$ cat config.mk
export PLATFORM = sky130hd
export DESIGN_NAME = drop_sensor_baseline_detector_core_flat
export DESIGN_NICKNAME = d
export VERILOG_FILES = /design/src/design/dsbd_pkg.sv /design/src/design/dsbd_stream_if.sv /design/src/design/dsbd_div.sv /design/src/design/dsbd_lane.sv /design/src/design/drop_sensor_baseline_detector_core.sv /design/src/flat_wrapper.sv
export SDC_FILE = /design/constraint.sdc
export NUM_CORES = 2
export LEC_CHECK = 0
export ABC_AREA = 1
export BUFFER_PORTS_ARGS = -buffer_cell sky130_fd_sc_hd__buf_2
export CORE_MARGIN = 1.5
export CORE_UTILIZATION = 65
export CTS_CLUSTER_SIZE = 25
export DETAILED_ROUTE_END_ITERATION = 6
export PLACE_DENSITY = 0.82
export SLEW_MARGIN = 5
export SYNTH_ARGS = -nofsm -noshare
export SYNTH_HDL_FRONTEND = slang
export SYNTH_HIERARCHICAL = 1
export SYNTH_SLANG_ARGS = --single-unit
$ cat constraint.sdc
create_clock -name clk -period 5.27 [get_ports clk]
set_clock_uncertainty 0.15 [all_clocks]
set_input_delay 1.054 -clock clk [delete_from_list [all_inputs] [get_ports clk]]
set_output_delay 1.054 -clock clk [all_outputs]
set_load 0.01 [all_outputs]
$ cat src/design/dsbd_pkg.sv
// Shared constants, types and codes for the drop sensor baseline detector.
// No dependencies; every other file of the block depends on this package.
package dsbd_pkg;

	localparam int CHANNELS      = 4;
	localparam int SAMPLE_FIELDS = 4;
	localparam int SMP_W         = 12;
	localparam int ACC_W         = 32;
	localparam int CNT_W         = 19;
	localparam int MASK_W        = 4;
	localparam int OP_W          = 2;
	localparam int CFG_IDX_W     = 2;
	localparam int DIGIT_W       = 8;
	localparam int ACC_DIGITS    = ACC_W / DIGIT_W;
	localparam int DIG_CNT_W     = (ACC_DIGITS > 1) ? $clog2(ACC_DIGITS) : 1;
	localparam int CH_W          = (CHANNELS > 1) ? $clog2(CHANNELS) : 1;
	localparam int DIV_STEP_W    = $clog2(ACC_W);

	localparam logic [CNT_W-1:0] COUNT_LIMIT = 19'h7FFFF;

	localparam logic [SMP_W-1:0] REF_LEVEL_RESET  = 12'd1110;
	localparam logic [SMP_W-1:0] ACCEPT_TOL_RESET = 12'd600;
	localparam logic [SMP_W-1:0] RISE_LIMIT_RESET = 12'd600;
	localparam logic [SMP_W-1:0] FALL_LIMIT_RESET = 12'd800;

	typedef logic [SMP_W-1:0] sample_t;
	typedef logic [ACC_W-1:0] acc_t;
	typedef logic [CNT_W-1:0] count_t;

	typedef enum logic [OP_W-1:0] {
		OP_ACCUMULATE = 2'd0,
		OP_FINALIZE   = 2'd1,
		OP_DETECT     = 2'd2
	} op_t;

	typedef enum logic [CFG_IDX_W-1:0] {
		REG_REF_LEVEL  = 2'd0,
		REG_ACCEPT_TOL = 2'd1,
		REG_RISE_LIMIT = 2'd2,
		REG_FALL_LIMIT = 2'd3
	} reg_idx_t;

	typedef struct packed {
		sample_t ref_level;
		sample_t accept_tolerance;
		sample_t rise_limit;
		sample_t fall_limit;
	} cfg_t;

	typedef struct packed {
		logic acc_load;
		logic acc_step;
		logic det_capture;
	} lane_ctrl_t;

	typedef enum logic [2:0] {
		ST_IDLE,
		ST_ACC,
		ST_DIV_START,
		ST_DIV_WAIT,
		ST_DET
	} state_t;

endpackage

$ cat src/design/dsbd_stream_if.sv
// Valid/ready stream interfaces for the sample and result channels.
// Depends on dsbd_pkg for field widths.
interface dsbd_in_if;
	logic valid;
	logic ready;
	logic [dsbd_pkg::OP_W-1:0] opcode;
	dsbd_pkg::sample_t sample_ch0;
	dsbd_pkg::sample_t sample_ch1;
	dsbd_pkg::sample_t sample_ch2;
	dsbd_pkg::sample_t sample_ch3;

	modport source (output valid, opcode, sample_ch0, sample_ch1, sample_ch2, sample_ch3,
		input ready);
	modport sink (input valid, opcode, sample_ch0, sample_ch1, sample_ch2, sample_ch3,
		output ready);
endinterface

interface dsbd_out_if;
	logic valid;
	logic ready;
	logic [dsbd_pkg::MASK_W-1:0] drop_mask;

	modport source (output valid, drop_mask, input ready);
	modport sink (input valid, drop_mask, output ready);
endinterface

$ cat src/design/dsbd_div.sv
// Restoring divider, one quotient bit per cycle; the dividend shifts out MSB first.
// Depends on dsbd_pkg.
module dsbd_div (
	input  logic            clk,
	input  logic            arst_n,
	input  logic            start,
	input  dsbd_pkg::acc_t   dividend,
	input  dsbd_pkg::count_t divisor,
	output logic            done,
	output dsbd_pkg::acc_t   quotient
);
	import dsbd_pkg::*;

	acc_t                  dvd_q;
	count_t                rem_q;
	logic [DIV_STEP_W-1:0] step_q;
	logic                  busy_q;
	logic                  done_q;
	logic [CNT_W:0]        trial;
	logic [CNT_W:0]        diff;
	logic                  fits;

	always_comb begin
		trial = {rem_q, dvd_q[ACC_W-1]};
		diff  = trial - {1'b0, divisor};
		fits  = trial >= {1'b0, divisor};
	end

	always_ff @(posedge clk or negedge arst_n) begin
		if (!arst_n) begin
			busy_q <= 1'b0;
			done_q <= 1'b0;
			step_q <= '0;
		end else begin
			done_q <= 1'b0;
			if (start) begin
				busy_q <= 1'b1;
				step_q <= '0;
			end else if (busy_q) begin
				step_q <= step_q + 1'b1;
				if (step_q == DIV_STEP_W'(ACC_W - 1)) begin
					busy_q <= 1'b0;
					done_q <= 1'b1;
				end
			end
		end
	end

	// quotient bits shift in where dividend bits leave
	always_ff @(posedge clk) begin
		if (start) begin
			dvd_q <= dividend;
			rem_q <= '0;
		end else if (busy_q) begin
			dvd_q <= {dvd_q[ACC_W-2:0], fits};
			rem_q <= fits ? diff[CNT_W-1:0] : trial[CNT_W-1:0];
		end
	end

	assign done     = done_q;
	assign quotient = dvd_q;

endmodule

$ cat src/design/dsbd_lane.sv
// One channel: digit-serial accumulator, previous sample and window compare.
// Depends on dsbd_pkg.
module dsbd_lane (
	input  logic                 clk,
	input  logic                 arst_n,
	input  dsbd_pkg::lane_ctrl_t ctrl,
	input  dsbd_pkg::cfg_t       cfg,
	input  dsbd_pkg::sample_t    sample,
	input  logic                 quot_wr,
	input  dsbd_pkg::acc_t       quot,
	output dsbd_pkg::acc_t       acc,
	output logic                 drop
);
	import dsbd_pkg::*;

	acc_t            acc_q;
	acc_t            add_q;
	logic            carry_q;
	sample_t         prev_q;
	sample_t         avg_s1;
	sample_t         deviation;
	sample_t         addend;
	logic [DIGIT_W:0] digit_sum;
	logic [SMP_W:0]  pair_sum;
	logic [SMP_W:0]  hi;
	sample_t         lo;
	logic            lo_ok;
	logic            flag_hi;
	logic            flag_lo;

	always_comb begin
		deviation = (sample > cfg.ref_level) ? sample - cfg.ref_level
			: cfg.ref_level - sample;
		addend    = (deviation < cfg.accept_tolerance) ? sample : cfg.ref_level;
		digit_sum = {1'b0, acc_q[DIGIT_W-1:0]} + {1'b0, add_q[DIGIT_W-1:0]}
			+ {{DIGIT_W{1'b0}}, carry_q};
		pair_sum  = {1'b0, prev_q} + {1'b0, sample};
		// baseline - avg > rise  <=>  baseline > avg + rise
		hi        = {1'b0, avg_s1} + {1'b0, cfg.rise_limit};
		// baseline - avg < -fall  <=>  baseline < avg - fall, only possible when avg > fall
		lo_ok     = avg_s1 > cfg.fall_limit;
		lo        = avg_s1 - cfg.fall_limit;
		flag_hi   = (acc_q[ACC_W-1:SMP_W+1] != '0) || (acc_q[SMP_W:0] > hi);
		flag_lo   = lo_ok && (acc_q[ACC_W-1:SMP_W] == '0) && (acc_q[SMP_W-1:0] < lo);
		drop      = flag_hi || flag_lo;
	end

	always_ff @(posedge clk or negedge arst_n) begin
		if (!arst_n) begin
			acc_q   <= '0;
			carry_q <= 1'b0;
			prev_q  <= '0;
		end else begin
			if (quot_wr) begin
				acc_q  <= quot;
				prev_q <= quot[SMP_W-1:0];
			end else if (ctrl.acc_step) begin
				// rotate one digit per cycle, least significant first
				acc_q   <= {digit_sum[DIGIT_W-1:0], acc_q[ACC_W-1:DIGIT_W]};
				carry_q <= digit_sum[DIGIT_W];
			end
			if (ctrl.acc_load) begin
				carry_q <= 1'b0;
			end
			if (ctrl.det_capture) begin
				prev_q <= sample;
			end
		end
	end

	always_ff @(posedge clk) begin
		if (ctrl.acc_load) begin
			add_q <= {{(ACC_W-SMP_W){1'b0}}, addend};
		end else if (ctrl.acc_step) begin
			add_q <= add_q >> DIGIT_W;
		end
		if (ctrl.det_capture) begin
			avg_s1 <= pair_sum[SMP_W:1];
		end
	end

	assign acc = acc_q;

endmodule

$ cat src/design/drop_sensor_baseline_detector_core.sv
// Drop sensor baseline detector: sequencer, configuration registers and result register.
// Depends on dsbd_pkg, dsbd_stream_if, dsbd_lane and dsbd_div.
//
// One transaction at a time. Accumulate steps through ST_ACC before the next
// acceptance: the 32-bit channel accumulators add in four 8-bit digits, all channels
// side by side. Detect leaves its mask in the result register, holding in ST_DET
// for as long as a previous mask has not yet been taken. Finalize runs the shared
// bit-serial divider once per channel, 32 steps each; a finalize that has no effect
// is accepted and dropped, like any ignored opcode.
// Register writes apply immediately and must only be issued while the block is idle.
module drop_sensor_baseline_detector_core (
	input  logic                           clk,
	input  logic                           arst_n,
	dsbd_in_if.sink                        samples,
	dsbd_out_if.source                     result,
	input  logic                           cfg_we,
	input  logic [dsbd_pkg::CFG_IDX_W-1:0] cfg_index,
	input  dsbd_pkg::sample_t              cfg_data
);
	import dsbd_pkg::*;

	state_t              state_q;
	state_t              state_nxt;
	cfg_t                cfg_q;
	count_t              count_q;
	logic                cal_q;
	logic [CH_W-1:0]     ch_q;
	logic [DIG_CNT_W-1:0] dig_q;
	logic                out_valid_q;
	logic [MASK_W-1:0]   out_mask_q;

	logic                in_ready;
	logic                in_acc;
	logic                acc_ok;
	logic                fin_ok;
	logic                out_free;
	logic                out_load;
	logic                div_start;
	logic                div_commit;
	logic                div_done;
	logic                last_ch;
	lane_ctrl_t          lane_ctrl;
	acc_t                quotient;
	acc_t                dividend;
	logic [MASK_W-1:0]   mask;
	op_t                 op;

	sample_t             fields [SAMPLE_FIELDS];
	sample_t             smp    [CHANNELS];
	acc_t                acc_w  [CHANNELS];
	logic [CHANNELS-1:0] drop_w;
	logic [CHANNELS-1:0] quot_wr;

	assign fields[0] = samples.sample_ch0;
	assign fields[1] = samples.sample_ch1;
	assign fields[2] = samples.sample_ch2;
	assign fields[3] = samples.sample_ch3;

	always_comb begin
		for (int i = 0; i < CHANNELS; i++) begin
			smp[i] = (i < SAMPLE_FIELDS) ? fields[i] : '0;
		end
	end

	assign op       = op_t'(samples.opcode);
	assign acc_ok   = !cal_q && (count_q < COUNT_LIMIT);
	assign fin_ok   = !cal_q && (count_q != '0);
	assign out_free = !out_valid_q || result.ready;
	assign last_ch  = ch_q == CH_W'(CHANNELS - 1);
	assign dividend = acc_w[ch_q];

	// next state
	always_comb begin
		state_nxt = state_q;
		case (state_q)
			ST_IDLE: begin
				if (in_acc) begin
					case (op)
						OP_ACCUMULATE: if (acc_ok) state_nxt = ST_ACC;
						OP_FINALIZE:   if (fin_ok) state_nxt = ST_DIV_START;
						OP_DETECT:     state_nxt = ST_DET;
						default:       state_nxt = ST_IDLE;
					endcase
				end
			end
			ST_ACC: begin
				if (dig_q == DIG_CNT_W'(ACC_DIGITS - 1)) state_nxt = ST_IDLE;
			end
			ST_DIV_START: state_nxt = ST_DIV_WAIT;
			ST_DIV_WAIT: begin
				if (div_done) state_nxt = last_ch ? ST_IDLE : ST_DIV_START;
			end
			ST_DET: begin
				if (out_free) state_nxt = ST_IDLE;
			end
			default: state_nxt = ST_IDLE;
		endcase
	end

	// outputs of the sequencer
	always_comb begin
		in_ready              = state_q == ST_IDLE;
		in_acc                = samples.valid && in_ready;
		lane_ctrl.acc_load    = in_acc && (op == OP_ACCUMULATE) && acc_ok;
		lane_ctrl.acc_step    = state_q == ST_ACC;
		lane_ctrl.det_capture = in_acc && (op == OP_DETECT);
		div_start             = state_q == ST_DIV_START;
		div_commit            = (state_q == ST_DIV_WAIT) && div_done;
		out_load              = (state_q == ST_DET) && out_free;
	end

	always_comb begin
		for (int i = 0; i < CHANNELS; i++) begin
			quot_wr[i] = div_commit && (ch_q == CH_W'(i));
		end
		mask = '0;
		for (int i = 0; i < CHANNELS; i++) begin
			if (i < MASK_W) mask[i] = drop_w[i];
		end
	end

	for (genvar g = 0; g < CHANNELS; g++) begin : g_lane
		dsbd_lane u_lane (
			.clk     (clk),
			.arst_n  (arst_n),
			.ctrl    (lane_ctrl),
			.cfg     (cfg_q),
			.sample  (smp[g]),
			.quot_wr (quot_wr[g]),
			.quot    (quotient),
			.acc     (acc_w[g]),
			.drop    (drop_w[g])
		);
	end

	dsbd_div u_div (
		.clk      (clk),
		.arst_n   (arst_n),
		.start    (div_start),
		.dividend (dividend),
		.divisor  (count_q),
		.done     (div_done),
		.quotient (quotient)
	);

	always_ff @(posedge clk or negedge arst_n) begin
		if (!arst_n) begin
			state_q     <= ST_IDLE;
			count_q     <= '0;
			cal_q       <= 1'b0;
			ch_q        <= '0;
			dig_q       <= '0;
			out_valid_q <= 1'b0;
			cfg_q.ref_level        <= REF_LEVEL_RESET;
			cfg_q.accept_tolerance <= ACCEPT_TOL_RESET;
			cfg_q.rise_limit       <= RISE_LIMIT_RESET;
			cfg_q.fall_limit       <= FALL_LIMIT_RESET;
		end else begin
			state_q <= state_nxt;
			if (lane_ctrl.acc_load) begin
				count_q <= count_q + 1'b1;
				dig_q   <= '0;
			end else if (lane_ctrl.acc_step) begin
				dig_q <= dig_q + 1'b1;
			end
			if (state_q == ST_IDLE) begin
				ch_q <= '0;
			end else if (div_commit) begin
				ch_q <= ch_q + 1'b1;
				if (last_ch) cal_q <= 1'b1;
			end
			if (out_load) begin
				out_valid_q <= 1'b1;
			end else if (result.ready) begin
				out_valid_q <= 1'b0;
			end
			if (cfg_we) begin
				case (reg_idx_t'(cfg_index))
					REG_REF_LEVEL:  cfg_q.ref_level        <= cfg_data;
					REG_ACCEPT_TOL: cfg_q.accept_tolerance <= cfg_data;
					REG_RISE_LIMIT: cfg_q.rise_limit       <= cfg_data;
					REG_FALL_LIMIT: cfg_q.fall_limit       <= cfg_data;
					default: ;
				endcase
			end
		end
	end

	always_ff @(posedge clk) begin
		if (out_load) out_mask_q <= mask;
	end

	assign samples.ready    = in_ready;
	assign result.valid     = out_valid_q;
	assign result.drop_mask = out_mask_q;

	a_div_nonzero: assert property (@(posedge clk) disable iff (!arst_n)
		div_start |-> count_q != '0)
		else $error("divider started with zero count");

	a_no_acc_after_cal: assert property (@(posedge clk) disable iff (!arst_n)
		lane_ctrl.acc_step |-> !cal_q)
		else $error("accumulator stepped after finalize");

	a_cal_sticky: assert property (@(posedge clk) disable iff (!arst_n)
		cal_q |=> cal_q)
		else $error("calibrated flag dropped");

	a_result_from_detect: assert property (@(posedge clk) disable iff (!arst_n)
		$rose(out_valid_q) |-> $past(state_q == ST_DET))
		else $error("result loaded outside detect");

	a_channel_range: assert property (@(posedge clk) disable iff (!arst_n)
		ch_q <= CH_W'(CHANNELS - 1))
		else $error("channel index out of range");

endmodule

$ cat src/flat_wrapper.sv
// flat-port wrapper written by rule: the top's interface ports become plain ports
module drop_sensor_baseline_detector_core_flat import dsbd_pkg::*;
  (clk, arst_n, cfg_we, cfg_index, cfg_data, samples_valid, samples_opcode, samples_sample_ch0, samples_sample_ch1, samples_sample_ch2, samples_sample_ch3, samples_ready, result_valid, result_drop_mask, result_ready);
  dsbd_in_if samples_i ();
  dsbd_out_if result_i ();
  input  logic clk;
  input  logic arst_n;
  input  logic cfg_we;
  input  logic [dsbd_pkg::CFG_IDX_W-1:0] cfg_index;
  input  dsbd_pkg::sample_t cfg_data;
  input wire logic [$bits(samples_i.valid)-1:0] samples_valid;
  input wire logic [$bits(samples_i.opcode)-1:0] samples_opcode;
  input wire logic [$bits(samples_i.sample_ch0)-1:0] samples_sample_ch0;
  input wire logic [$bits(samples_i.sample_ch1)-1:0] samples_sample_ch1;
  input wire logic [$bits(samples_i.sample_ch2)-1:0] samples_sample_ch2;
  input wire logic [$bits(samples_i.sample_ch3)-1:0] samples_sample_ch3;
  output wire logic [$bits(samples_i.ready)-1:0] samples_ready;
  output wire logic [$bits(result_i.valid)-1:0] result_valid;
  output wire logic [$bits(result_i.drop_mask)-1:0] result_drop_mask;
  input wire logic [$bits(result_i.ready)-1:0] result_ready;
  assign samples_i.valid = samples_valid;
  assign samples_i.opcode = samples_opcode;
  assign samples_i.sample_ch0 = samples_sample_ch0;
  assign samples_i.sample_ch1 = samples_sample_ch1;
  assign samples_i.sample_ch2 = samples_sample_ch2;
  assign samples_i.sample_ch3 = samples_sample_ch3;
  assign samples_ready = samples_i.ready;
  assign result_valid = result_i.valid;
  assign result_drop_mask = result_i.drop_mask;
  assign result_i.ready = result_ready;
  drop_sensor_baseline_detector_core u_core (.clk(clk), .arst_n(arst_n), .samples(samples_i), .result(result_i), .cfg_we(cfg_we), .cfg_index(cfg_index), .cfg_data(cfg_data));
endmodule
==> run metrics <==
PortBufs 74; final hold slack 0.2847 ns; Worst Path Arrival 4.72 ns; die height 245.8 um; CTS tree built; number of synthesized flops with an enable pin 132; clock-pin transition on the worst setup and hold timing paths 0.06 ns; Crit Path Max Fanout 14; antenna viol nets, final 0; clock buffer count from CTS 48; CTS-repair resized insts 0; grt ovf 0; Seq pwr share about a third; Pleak 21.11 nW; Final Hold Viols 0; Vias 38040; simple-gate share of the synthesized area 29.10%; commonest non-fill, non-tap cell in the layout nand2_1; die area between 60000 and 70000 um2; #FFs+latches synth just over 400; placed insts a little over 6000; R2R depth 19; worst path cell trace inv_1 -> ha_1 -> nand2_1 -> nor2_2 -> nand3b_2 -> nand2_4 -> inv_2 -> nand2_1 -> nand2_1 -> ha_1 -> nand2_1 -> nor2_1 -> nand2_1 -> nor2_1 -> nand2_1 -> nand2_2 -> inv_2 -> nor2_1 -> nor2_1; # nets final 6009; syn nets 5984; main combinational cell family by area after synthesis simple AND/OR/NAND/NOR gates; share of cells above drive strength 1 6.337%; clk_lat worst skew 0.62 ns; peak per-stage delay on the critical path 0.91 ns; ys flop type dfrtp_1; pin count of the biggest net entering global routing 149; Final Power between 0.01 and 0.015 W; worst r2r src u_core/cfg_q[44]; DP Wirelength 102.8 mm; Core Area approximately 58000 um2; post-synthesis async set-or-reset flop share 63.53%; Sink Count between 400 and 500; multiplexer area fraction after synthesis 0%; Critical Path Start u_core/cfg_q[44]; WL per Instance 21.14 um; Slew Limit Fails 0; kind of critical path reg -> reg; CP Launch Type flip-flop; Avg Cell Area, Syn 7.022 um2; Area Growth Syn to Fin 6.683%; Pint 0.006736 W; sequential fraction of the synthesis area 28.56%; GRT Util Overall 43.83%; vias in the first global route 35550; switch share 40.03%; initial drt markers ~4700; H-tree levels 2; Tightest Hold Check Type in -> async; # rows 88; critical path endpoint category flip-flop; post-route cell area 40890 um2; initial antenna violation count 8; RSZ-0062 raised after global routing no; clk buf depth 3; r2r setup slk 0.78 ns; Post-Synth Adder-Cell Area 15.49%; WP data required about 5.5 ns; Initial Utilization 66.05%; worst slew pin tran 1.092 ns; post-CTS setup buffer count 0; Gate power share ~36%; Crit-path slowest cell dfrtp_1; sw power 0.004495 W; minimum clock period about 4.5 ns; Power Density 274.7 nW/um2; GP Congestion 1.071; cts-stage hold buffer count 0; synthesized netlist cell count 5458; Root Buffer clkbuf_16; CP most frequent cell nand2_1; Post-route DRC 17; failing checks design-rule violations; Vias/cell just over 6; final number of setup-violating endpoints 0; IO Pins 75; Tcrit/Tclk final 85.26%; WL final 133.0 mm; Placed Area between 30000 and 40000 um2; VDD IR-drop max 0.0002902 V; Synth cell types 56; first-pass GRT wire length 201.9 mm; Synth Area in Compound Gates 12.62%; Fin Setup TNS 0 ns; Die Wd between 200 and 250 um; synth warn 6; final std cells w/o fill 6293; f_max 0.2226 GHz; Cell Area, Synth 38320 um2; First-pass DRT Iterations 7; post-synthesis xor/xnor area fraction approximately 4%; crit path to u_core/g_lane[3].u_lane/add_q[6]; most frequent cells in the layout 1640 x nand2_1, 815 x inv_1, 428 x ha_1; clock share of power 31.2%; Rel. slew slack around 27%; status finished, violations left; Maximum Capacitance Violations 0; reg-to-reg endpoint u_core/g_lane[3].u_lane/add_q[6]
## final cells by class
class	count	area, um2
diodes	5	12.51
clock buffers	59	1368
clock inverters	31	290.3
fillers	5055	17140
inverters	837	3147
multi-input cells	4076	23520
flip-flops and latches	414	10950
well taps	765	957.2
repair buffers	106	645.6
## cell usage after synthesis, types with 9 or more instances
master	count	area, um2
a21o_1	23	172.7
a21oi_1	213	1066
a22oi_1	22	165.2
a31oi_1	31	193.9
buf_2	27	135.1
buf_6	15	168.9
clkbuf_1	70	262.8
dfrtp_1	247	6181
dfstp_2	16	420.4
dfxtp_1	19	380.4
edfxtp_1	132	3964
fa_1	29	580.6
ha_1	428	5355
inv_1	816	3063
inv_2	16	60.06
nand2_1	1640	6156
nand2_2	24	150.1
nand3_1	331	1657
nand3_2	31	310.3
nand3b_1	20	150.1
nand4_1	75	469.2
nor2_1	422	1584
nor2_2	16	100.1
nor2_4	11	123.9
nor3_1	39	195.2
o211ai_1	114	855.8
o21ai_0	255	1276
o21ai_1	9	45.04
o21ai_2	13	113.9
o21bai_1	44	330.3
o221ai_1	34	297.8
o22ai_1	32	200.2
xnor2_1	69	604.3
xor2_1	111	972.2
## routing by layer
metal	up-vias	track usage, %	wire [um]
li1	17850	-	-
met1	17490	57.36	52240
met2	2231	65.34	55660
met3	460	11.90	16480
met4	6	24.61	8612
met5	-	0	40
## power by group through the flow
stage | clock network, W | registers, W | logic, W
floorplan | 0 | 0.00354 | 0.00299
global placement | 0 | 0.00376 | 0.00377
detailed placement | 0 | 0.00376 | 0.00385
CTS | 0.00352 | 0.00370 | 0.00389
global route | 0.00366 | 0.00370 | 0.00449
finish | 0.00351 | 0.00373 | 0.00400
## kinds of logic (layout without fill, tap and decap cells)
| group | after synthesis | count (layout) |
|---|---|---|
| buffers and inverters | 968 | 1033 |
| DFF | 414 | 414 |
| AOI/OAI and AO/OA | 805 | 805 |
| other | 0 | 5 |
| adders and majority gates | 457 | 457 |
| and+or+nand+nor | 2634 | 2634 |
| xor gates and xnor gates | 180 | 180 |
## worst min path at each step
stage / startpoint / to / cells after the start
floorplan: u_core/cal_q / u_core/cal_q / 2
global placement: u_core/u_div/rem_q[10] / u_core/u_div/rem_q[10] / 2
finish: arst_n / u_core/count_q[9] / 1
detailed placement: u_core/u_div/rem_q[10] / u_core/u_div/rem_q[10] / 2
CTS: arst_n / u_core/count_q[18] / 1
global route: arst_n / u_core/count_q[9] / 1
## state kept, by name, indices dropped and copies added (netlist names), 3 cells and up
register	count
u_core/g_lane.u_lane/avg_s1	48
u_core/u_div/step_q	5
u_core/g_lane.u_lane/add_q	48
u_core/g_lane.u_lane/acc	128
u_core/cfg_q	48
u_core/state_q	3
u_core/u_div/rem_q	19
u_core/count_q	19
u_core/result.drop_mask	4
u_core/g_lane.u_lane/prev_q	48
u_core/g_lane.u_lane/carry_q	4
u_core/u_div/quotient	32
## metrics by stage
step	setup WS [ns]	utilization, %
final	0.7766	70.46
after global placement	0.7705	67.58
after global routing	0.5706	70.44
after CTS	0.9292	70.44
after floorplan	0.9337	-
after detailed placement	0.6265	67.58
## worst max-delay path: cells and delay by family, from the launching register on
kind | cells | cell delay (ns)
and+or+nand+nor | 14 | 1.81
adders and majority gates | 2 | 0.82
buffers and inverters | 3 | 0.53
DFF | 1 | 0.91
Power figures use the tool's default switching activity.
